`config.mk`:
```
export PLATFORM = sky130hd
export DESIGN_NAME = relay_switch_sequencer
export DESIGN_NICKNAME = d
export VERILOG_FILES = /design/src/rtl/core/rss_pkg.sv /design/src/rtl/core/rss_ctrl.sv /design/src/rtl/core/rss_datapath.sv /design/src/rtl/core/relay_switch_sequencer.sv
export SDC_FILE = /design/constraint.sdc
export NUM_CORES = 1
export LEC_CHECK = 0
export BUFFER_PORTS_ARGS = -buffer_cell sky130_fd_sc_hd__clkbuf_2
export CAP_MARGIN = 15
export CORE_MARGIN = 2
export CORE_UTILIZATION = 45
export DETAILED_ROUTE_END_ITERATION = 16
export GPL_ROUTABILITY_DRIVEN = 1
export GPL_TIMING_DRIVEN = 0
export SYNTH_ARGS = -nofsm -noshare
export SYNTH_HDL_FRONTEND = slang
export SYNTH_SLANG_ARGS = --single-unit
```
`constraint.sdc`:
```
create_clock -name clk -period 3.9 [get_ports clk]
set_clock_uncertainty 0.2 [all_clocks]
set_input_delay 0.975 -clock clk [delete_from_list [all_inputs] [get_ports clk]]
set_output_delay 0.975 -clock clk [all_outputs]
set_load 0.005 [all_outputs]
```
`src/rtl/core/rss_pkg.sv`:
```
// rss_pkg: shared types and constants for the relay switch sequencer.
// Depends on nothing; imported by every module of the block.
package rss_pkg;

  localparam int unsigned RELAYS_MAX  = 8;
  localparam int unsigned RELAY_IDX_W = 3;
  localparam int unsigned LEVELS_W    = 8;
  localparam int unsigned SPACING_W   = 16;
  localparam int unsigned RCOUNT_W    = 4;
  localparam int unsigned CFG_IDX_W   = 1;
  localparam int unsigned CFG_DATA_W  = 16;

  localparam logic [SPACING_W-1:0] SPACING_RESET = 16'd211;
  localparam logic [RCOUNT_W-1:0]  RCOUNT_RESET  = 4'd8;

  // configuration register indexes
  localparam logic [CFG_IDX_W-1:0] CFG_SPACING = 1'b0;
  localparam logic [CFG_IDX_W-1:0] CFG_RELAYS  = 1'b1;

  // input item command codes
  localparam logic CMD_TICK    = 1'b0;
  localparam logic CMD_REQUEST = 1'b1;

  typedef struct packed {
    logic                   command;
    logic [RELAY_IDX_W-1:0] relay_index;
    logic                   want_on;
  } in_t;

  typedef struct packed {
    logic [LEVELS_W-1:0]    relay_levels;
    logic                   switched;
    logic [RELAY_IDX_W-1:0] switched_relay;
    logic                   switched_on;
    logic                   boost_request;
    logic                   request_queued;
    logic                   request_rejected;
    logic [LEVELS_W-1:0]    pending_mask;
  } out_t;

  // output register occupancy
  typedef enum logic {
    ST_EMPTY,
    ST_FULL
  } state_t;

  // controller to datapath
  typedef struct packed {
    logic exec;     // process the presented item this cycle
    logic hold;     // output register still owed downstream
  } cmd_t;

endpackage

```
`src/rtl/core/rss_ctrl.sv`:
```
// rss_ctrl: handshake controller; tracks the output register and issues
// the execute command. Depends on rss_pkg.
module rss_ctrl
  import rss_pkg::*;
(
  input  logic clk,
  input  logic rst_n,
  input  logic in_valid,
  output logic in_ready,
  output logic out_valid,
  input  logic out_ready,
  output cmd_t cmd
);

  state_t state_r, state_nxt;

  // state register
  always_ff @(posedge clk) begin
    if (!rst_n) begin
      state_r <= ST_EMPTY;
    end else begin
      state_r <= state_nxt;
    end
  end

  // next state
  always_comb begin
    state_nxt = state_r;
    unique case (state_r)
      ST_EMPTY: begin
        if (in_valid) state_nxt = ST_FULL;
      end
      ST_FULL: begin
        if (out_ready && !in_valid) state_nxt = ST_EMPTY;
      end
      default: state_nxt = ST_EMPTY;
    endcase
  end

  // outputs
  always_comb begin
    in_ready  = 1'b0;
    out_valid = 1'b0;
    cmd       = '0;
    unique case (state_r)
      ST_EMPTY: begin
        in_ready = 1'b1;
        cmd.exec = in_valid;
      end
      ST_FULL: begin
        out_valid = 1'b1;
        in_ready  = out_ready;
        cmd.exec  = in_valid && out_ready;
        cmd.hold  = !out_ready;
      end
      default: begin
        in_ready = 1'b0;
      end
    endcase
  end

endmodule

```
`src/rtl/core/rss_datapath.sv`:
```
// rss_datapath: relay levels, pending marks, turn-on/turn-off queues,
// tick counter, configuration registers and result register.
// Depends on rss_pkg.
module rss_datapath
  import rss_pkg::*;
(
  input  logic                  clk,
  input  logic                  rst_n,
  input  cmd_t                  cmd,
  input  in_t                   in_data,
  output out_t                  out_data,
  input  logic                  cfg_we,
  input  logic [CFG_IDX_W-1:0]  cfg_index,
  input  logic [CFG_DATA_W-1:0] cfg_data
);

  localparam int unsigned PTR_W = (RELAYS_MAX > 1) ? $clog2(RELAYS_MAX) : 1;
  localparam int unsigned CNT_W = $clog2(RELAYS_MAX + 1);
  localparam logic [PTR_W-1:0] PTR_LAST = PTR_W'(RELAYS_MAX - 1);
  localparam logic [CNT_W-1:0] CNT_FULL = CNT_W'(RELAYS_MAX);

  // configuration
  logic [SPACING_W-1:0] spacing_r;
  logic [RCOUNT_W-1:0]  rcount_r;

  // block state
  logic [LEVELS_W-1:0]  levels_r, levels_nxt;
  logic [LEVELS_W-1:0]  pending_r, pending_nxt;
  logic [SPACING_W-1:0] elapsed_r, elapsed_nxt;
  logic [PTR_W-1:0]     on_head_r, on_head_nxt, on_tail_r, on_tail_nxt;
  logic [PTR_W-1:0]     off_head_r, off_head_nxt, off_tail_r, off_tail_nxt;
  logic [CNT_W-1:0]     on_cnt_r, on_cnt_nxt, off_cnt_r, off_cnt_nxt;
  out_t                 result_r, result_nxt;

  // queue storage
  logic [RELAY_IDX_W-1:0] on_q_r  [RELAYS_MAX];
  logic [RELAY_IDX_W-1:0] off_q_r [RELAYS_MAX];
  logic                   push_on, push_off;

  logic [SPACING_W-1:0]   elapsed_inc;
  logic [LEVELS_W-1:0]    req_bit, sw_bit;
  logic [RELAY_IDX_W-1:0] pop_idx;

  function automatic logic [PTR_W-1:0] ptr_inc(input logic [PTR_W-1:0] p);
    ptr_inc = (p == PTR_LAST) ? '0 : p + PTR_W'(1);
  endfunction

  // configuration writes
  always_ff @(posedge clk) begin
    if (!rst_n) begin
      spacing_r <= SPACING_RESET;
      rcount_r  <= RCOUNT_RESET;
    end else if (cfg_we) begin
      unique case (cfg_index)
        CFG_SPACING: spacing_r <= cfg_data;
        CFG_RELAYS:  rcount_r  <= cfg_data[RCOUNT_W-1:0];
        default:     spacing_r <= spacing_r;
      endcase
    end
  end

  // item processing
  always_comb begin
    levels_nxt   = levels_r;
    pending_nxt  = pending_r;
    elapsed_nxt  = elapsed_r;
    on_head_nxt  = on_head_r;
    on_tail_nxt  = on_tail_r;
    off_head_nxt = off_head_r;
    off_tail_nxt = off_tail_r;
    on_cnt_nxt   = on_cnt_r;
    off_cnt_nxt  = off_cnt_r;
    push_on      = 1'b0;
    push_off     = 1'b0;
    result_nxt   = result_r;
    pop_idx      = '0;

    elapsed_inc = (elapsed_r == '1) ? elapsed_r : elapsed_r + SPACING_W'(1);
    req_bit     = LEVELS_W'(1) << in_data.relay_index;
    sw_bit      = '0;

    if (cmd.exec) begin
      result_nxt = '0;
      if (in_data.command == CMD_TICK) begin
        elapsed_nxt = elapsed_inc;
        if (elapsed_inc >= spacing_r) begin
          // turn-off queue has priority
          if (off_cnt_r != '0) begin
            pop_idx      = off_q_r[off_head_r];
            sw_bit       = LEVELS_W'(1) << pop_idx;
            levels_nxt   = levels_r & ~sw_bit;
            pending_nxt  = pending_r & ~sw_bit;
            off_head_nxt = ptr_inc(off_head_r);
            off_cnt_nxt  = off_cnt_r - CNT_W'(1);
            elapsed_nxt  = '0;
            result_nxt.switched       = 1'b1;
            result_nxt.switched_relay = pop_idx;
          end else if (on_cnt_r != '0) begin
            pop_idx      = on_q_r[on_head_r];
            sw_bit       = LEVELS_W'(1) << pop_idx;
            levels_nxt   = levels_r | sw_bit;
            pending_nxt  = pending_r & ~sw_bit;
            on_head_nxt  = ptr_inc(on_head_r);
            on_cnt_nxt   = on_cnt_r - CNT_W'(1);
            elapsed_nxt  = '0;
            result_nxt.switched       = 1'b1;
            result_nxt.switched_relay = pop_idx;
            result_nxt.switched_on    = 1'b1;
            result_nxt.boost_request  = 1'b1;
          end
        end
      end else begin
        if ({1'b0, in_data.relay_index} >= rcount_r) begin
          result_nxt.request_rejected = 1'b1;
        end else if (((levels_r & req_bit) != '0) != in_data.want_on
                     && (pending_r & req_bit) == '0) begin
          // mark pending; a push into a full queue is dropped
          pending_nxt = pending_r | req_bit;
          result_nxt.request_queued = 1'b1;
          if (in_data.want_on) begin
            if (on_cnt_r != CNT_FULL) begin
              push_on     = 1'b1;
              on_tail_nxt = ptr_inc(on_tail_r);
              on_cnt_nxt  = on_cnt_r + CNT_W'(1);
            end
          end else begin
            if (off_cnt_r != CNT_FULL) begin
              push_off     = 1'b1;
              off_tail_nxt = ptr_inc(off_tail_r);
              off_cnt_nxt  = off_cnt_r + CNT_W'(1);
            end
          end
        end
      end
      result_nxt.relay_levels = levels_nxt;
      result_nxt.pending_mask = pending_nxt;
    end else if (!cmd.hold) begin
      result_nxt = result_r;
    end
  end

  // control state
  always_ff @(posedge clk) begin
    if (!rst_n) begin
      levels_r   <= '0;
      pending_r  <= '0;
      elapsed_r  <= '0;
      on_head_r  <= '0;
      on_tail_r  <= '0;
      off_head_r <= '0;
      off_tail_r <= '0;
      on_cnt_r   <= '0;
      off_cnt_r  <= '0;
    end else begin
      levels_r   <= levels_nxt;
      pending_r  <= pending_nxt;
      elapsed_r  <= elapsed_nxt;
      on_head_r  <= on_head_nxt;
      on_tail_r  <= on_tail_nxt;
      off_head_r <= off_head_nxt;
      off_tail_r <= off_tail_nxt;
      on_cnt_r   <= on_cnt_nxt;
      off_cnt_r  <= off_cnt_nxt;
    end
  end

  // result register and queue slots: payload, no reset
  always_ff @(posedge clk) begin
    result_r <= result_nxt;
    if (push_on)  on_q_r[on_tail_r]   <= in_data.relay_index;
    if (push_off) off_q_r[off_tail_r] <= in_data.relay_index;
  end

  assign out_data = result_r;

endmodule

```
`src/rtl/core/relay_switch_sequencer.sv`:
```
// relay_switch_sequencer: top level; joins the handshake controller and
// the datapath. Depends on rss_pkg, rss_ctrl and rss_datapath.
//
// Every input transaction (a tick or a change request) gives exactly one
// result transaction. An item is processed in the cycle it is accepted
// and its result sits in the output register from the next cycle, so the
// block takes one item per clock; in_ready drops only while a result is
// held in the output register and out_ready is low. Requests are queued
// per relay in a turn-on and a turn-off queue of RELAYS_MAX entries each,
// and a tick switches at most one relay once spacing_ticks ticks have
// passed since the last operation, serving turn-offs first. The
// configuration port writes spacing_ticks (index 0) and relay_count
// (index 1) and is to be used only while no transaction is in flight.
module relay_switch_sequencer
  import rss_pkg::*;
(
  input  logic                  clk,
  input  logic                  rst_n,
  input  logic                  in_valid,
  output logic                  in_ready,
  input  in_t                   in_data,
  output logic                  out_valid,
  input  logic                  out_ready,
  output out_t                  out_data,
  input  logic                  cfg_we,
  input  logic [CFG_IDX_W-1:0]  cfg_index,
  input  logic [CFG_DATA_W-1:0] cfg_data
);

  cmd_t cmd;

  // handshake control
  rss_ctrl u_ctrl (
    .clk       (clk),
    .rst_n     (rst_n),
    .in_valid  (in_valid),
    .in_ready  (in_ready),
    .out_valid (out_valid),
    .out_ready (out_ready),
    .cmd       (cmd)
  );

  // queues, levels and timing
  rss_datapath u_datapath (
    .clk       (clk),
    .rst_n     (rst_n),
    .cmd       (cmd),
    .in_data   (in_data),
    .out_data  (out_data),
    .cfg_we    (cfg_we),
    .cfg_index (cfg_index),
    .cfg_data  (cfg_data)
  );

endmodule

```
==> metrics <==
status=complete, but fails checks; failing checks=negative setup slack; Crit. End Element=register; Critical-path top delay cell=or4_4; IO Port Bufs=between 50 and 60; Crit Path Class=register to register; Clk pwr share=0.448; DRC Markers=0; CTS tree=done; kind of cell adding the most delay to the critical path=simple AND/OR/NAND/NOR gates; Pint=0.00270 W; Hold Crit Depth=2; DIE AREA=between 15000 and 20000 µm²; fin. max-slew vios=0; Leak=3.81 nW; global-route wire length before repair=33400 µm; GR Util All Layers=0.236; most frequent CP cell=nand4_1; area grow syn2layout=28.2%; Worst-path clk slew=~0.06 ns; final setup fails=67; Max-slew headroom=0.356; antenna cells=0; Yosys warning count=0; Post-DRT Antenna Nets=0; syn avg cell area=~9.7 µm²; sequential share of power=0.477; Post-CTS Hold Fix Bufs=0; reg-to-reg slack, setup=-0.24 ns; Cells after Synth=807; PwrDens=353 nW/µm²; RSZ-0062 raised after global routing=true; path depth of the worst reg2reg path=15; initial antenna violation count=0; Critical Path RT=3.88 ns; CTS Sinks=150; Hold Path Class=register to register; Synth cell types=between 70 and 80; Num CTS Buffers=17; register area share after synthesis=0.474; IO Count=53; Placed Cells=1083; Worst Hold End=u_datapath.spacing_r[12]; HPWL after DPL=15000 µm; worst-path fanout max=4; switching power=between 0.0008 and 0.0009 W; pre-CTS setup slack=-1.07 ns; clk root buf=clkbuf_16; Iteration-0 DRC Markers=577; 1st-pass router iterations=5; DR WL/cell=~19 µm; worst-margin pin slew=between 0.9 and 1 ns; row cnt=48; Tcrit/Tclk final=1.06; width of the die=about 140 µm; H-tree depth=4; Routed Wire Length=around 22000 µm; FF+latch count, synth=150; nets=just under 1000; Post-Syn Area=roughly 7800 µm²; VDD IR max=0.304 mV; Total Power=0.00354 W; asr flop ratio synth=0; EDFF count, synth=71; crit path time final=between 4 and 5 ns; worst path arrival time=between 4 and 5 ns; max-cap viol count=0; Max Root-Sink Buffers=2; routability cong.=slightly below 0.9; Critical Path Max Stage Delay=0.50 ns; Fmax=241 MHz; Reg2Reg Capture Point=u_datapath.out_data[6]; critical path cell sequence=nand4_1, buf_4, nor3_4, nand4_1, nor2_2, nand3_1, mux2_4, ha_4, and4_4, nand4_1, or4_4, and3_4, or4_4, nand2_4, nor2_2; DR vias/cell=5.75; WP buf/inv=1; GRT overflow=0; Primary FF master, synth=dfxtp_1; worst hold path startpoint=u_datapath.spacing_r[12]; sw frac=0.238; area of the core=between 15000 and 20000 µm²; CP startpoint kind=register; worst-skew pair later-pin latency=between 0.4 and 0.5 ns; fill cell count=roughly 1500; Die Y=roughly 140 µm; Hold Vio Cnt, Final=0; layout cells sized above 1=0.288; Initial Util=0.457; fin worst setup slack=-0.242 ns; share of power burned in combinational logic=0.075; Final Non-Filler Cells=roughly 1200; vias in the first global route=6309; largest net degree at the start of global routing=33; Worst R2R Start=u_datapath.elapsed_r[6]; Post-Syn Nets=868; via count=6700
==> per-stage QoR <==
stage	area, µm²	util	hold slack (ns)	setup TNS [ns]
after global routing	10100	0.585	0.280	-16.51
after floorplan	7870	-	0.235	-0.00423
after CTS	9520	0.554	0.259	-4.36
after detailed placement	8410	0.489	0.251	-72.78
final	10100	0.585	0.258	-7.51
after global placement	8410	0.489	0.246	-67.27
==> sequential cells by signal, summed over array words and instances, names as in the netlist, 4 cells and up, named ones only <==
register,flops
u_datapath.off_q_r,24
u_datapath.on_q_r,24
u_datapath.out_data,23
u_datapath.elapsed_r,16
u_datapath.spacing_r,16
u_datapath.levels_r,8
u_datapath.pending_r,8
u_datapath.off_cnt_r,4
u_datapath.on_cnt_r,4
u_datapath.rcount_r,4
==> repair_timing <==
item	in CTS	in global routing
resized for setup	73	91
gates cloned	1	1
endpoints found under the hold margin	0	0
buffers inserted	28	20
setup endpoints to repair	121	100
pin swaps	23	43
==> power by group through the flow <==
stage	Combinational, W	Sequential, W	Clock (W)
final	0.000266	0.00169	0.00159
after global routing	0.000292	0.00169	0.00167
after CTS	0.000246	0.00169	0.00159
after detailed placement	0.000227	0.00173	0
after global placement	0.000222	0.00172	0
after floorplan	0.000134	0.00172	0
==> Yosys cell counts (all sizes together), types with 11 or more instances <==
cell type / instances / area share
a21oi: 69 / 0.044
a31oi: 13 / 0.012
buf: 19 / 0.012
clkbuf: 18 / 0.0086
dfxtp: 79 / 0.20
edfxtp: 71 / 0.27
ha: 32 / 0.051
inv: 29 / 0.014
mux2: 11 / 0.016
mux2i: 33 / 0.042
nand2: 114 / 0.055
nand2b: 11 / 0.0088
nand3: 36 / 0.023
nor2: 49 / 0.023
nor3: 15 / 0.0096
o21ai: 35 / 0.022
==> logic make-up after synthesis <==
| kind of cell | share of synthesized area |
|---|---|
| AO/OA/AOI/OAI | 0.154 |
| XOR/XNOR | 0.0156 |
| adder cells (fa/ha/maj) | 0.0562 |
| buffers and inverters | 0.0354 |
| flip-flops | 0.474 |
| multiplexers | 0.0723 |
| AND/OR/NAND/NOR | 0.193 |
==> tightest hold or removal path, cell delays in order (launching register included) <==
cell     delay, ns
dfxtp_1       0.31
nand2_1       0.05
a21oi_1       0.05
==> placed cells by master (no fill, tap or decap), types with 10 or more instances in the layout <==
cell	synthesis	layout
clkbuf_2	0	49
edfxtp_1	71	71
buf_4	3	40
a31oi_1	12	11
mux2i_1	33	33
ha_1	32	29
buf_2	12	10
buf_6	0	13
nor2_1	49	41
nand2b_1	11	10
dfxtp_1	79	72
clkbuf_1	18	18
nor3_1	15	13
o21ai_0	34	20
nand2_1	113	103
a21oi_2	0	19
inv_1	29	29
clkbuf_16	0	19
a21oi_1	69	48
nand3_1	36	30
==> final cells by class <==
| class | count | area, µm² | area share |
|---|---|---|---|
| Inverter | 30 | 113 | 0.0112 |
| Sequential cell | 150 | 3730 | 0.372 |
| Multi-Input combinational cell | 590 | 4440 | 0.442 |
| Tap cell | 225 | 282 | 0.0280 |
| Clock inverter | 13 | 131 | 0.0131 |
| Clock buffer | 19 | 433 | 0.0431 |
| Buffer | 36 | 208 | 0.0207 |
| Timing Repair Buffer | 102 | 709 | 0.0706 |
==> worst max-delay path by stage <==
stage / startpoint / to / slack, ns / depth (start not counted)
global placement: in_data[1] / u_datapath.off_q_r[2][0] / -1.03 / 11
CTS: u_datapath.elapsed_r[5] / u_datapath.out_data[22] / -0.20 / 14
detailed placement: in_data[1] / u_datapath.off_q_r[2][0] / -1.07 / 11
floorplan: u_datapath.elapsed_r[3] / u_datapath.out_data[6] / -0.004 / 12
global route: u_datapath.elapsed_r[8] / u_datapath.out_data[22] / -0.38 / 14
finish: u_datapath.elapsed_r[6] / u_datapath.out_data[6] / -0.24 / 15
==> routing by layer <==
layer  up-vias  GRT usage  share of wire
li1       3208          -              -
met5         -          0              0
met1      3216      0.318           0.44
met3        46     0.0391          0.055
met2       230      0.379           0.48
met4         0     0.0897          0.030
No activity file was read; power rests on OpenSTA's default activity.
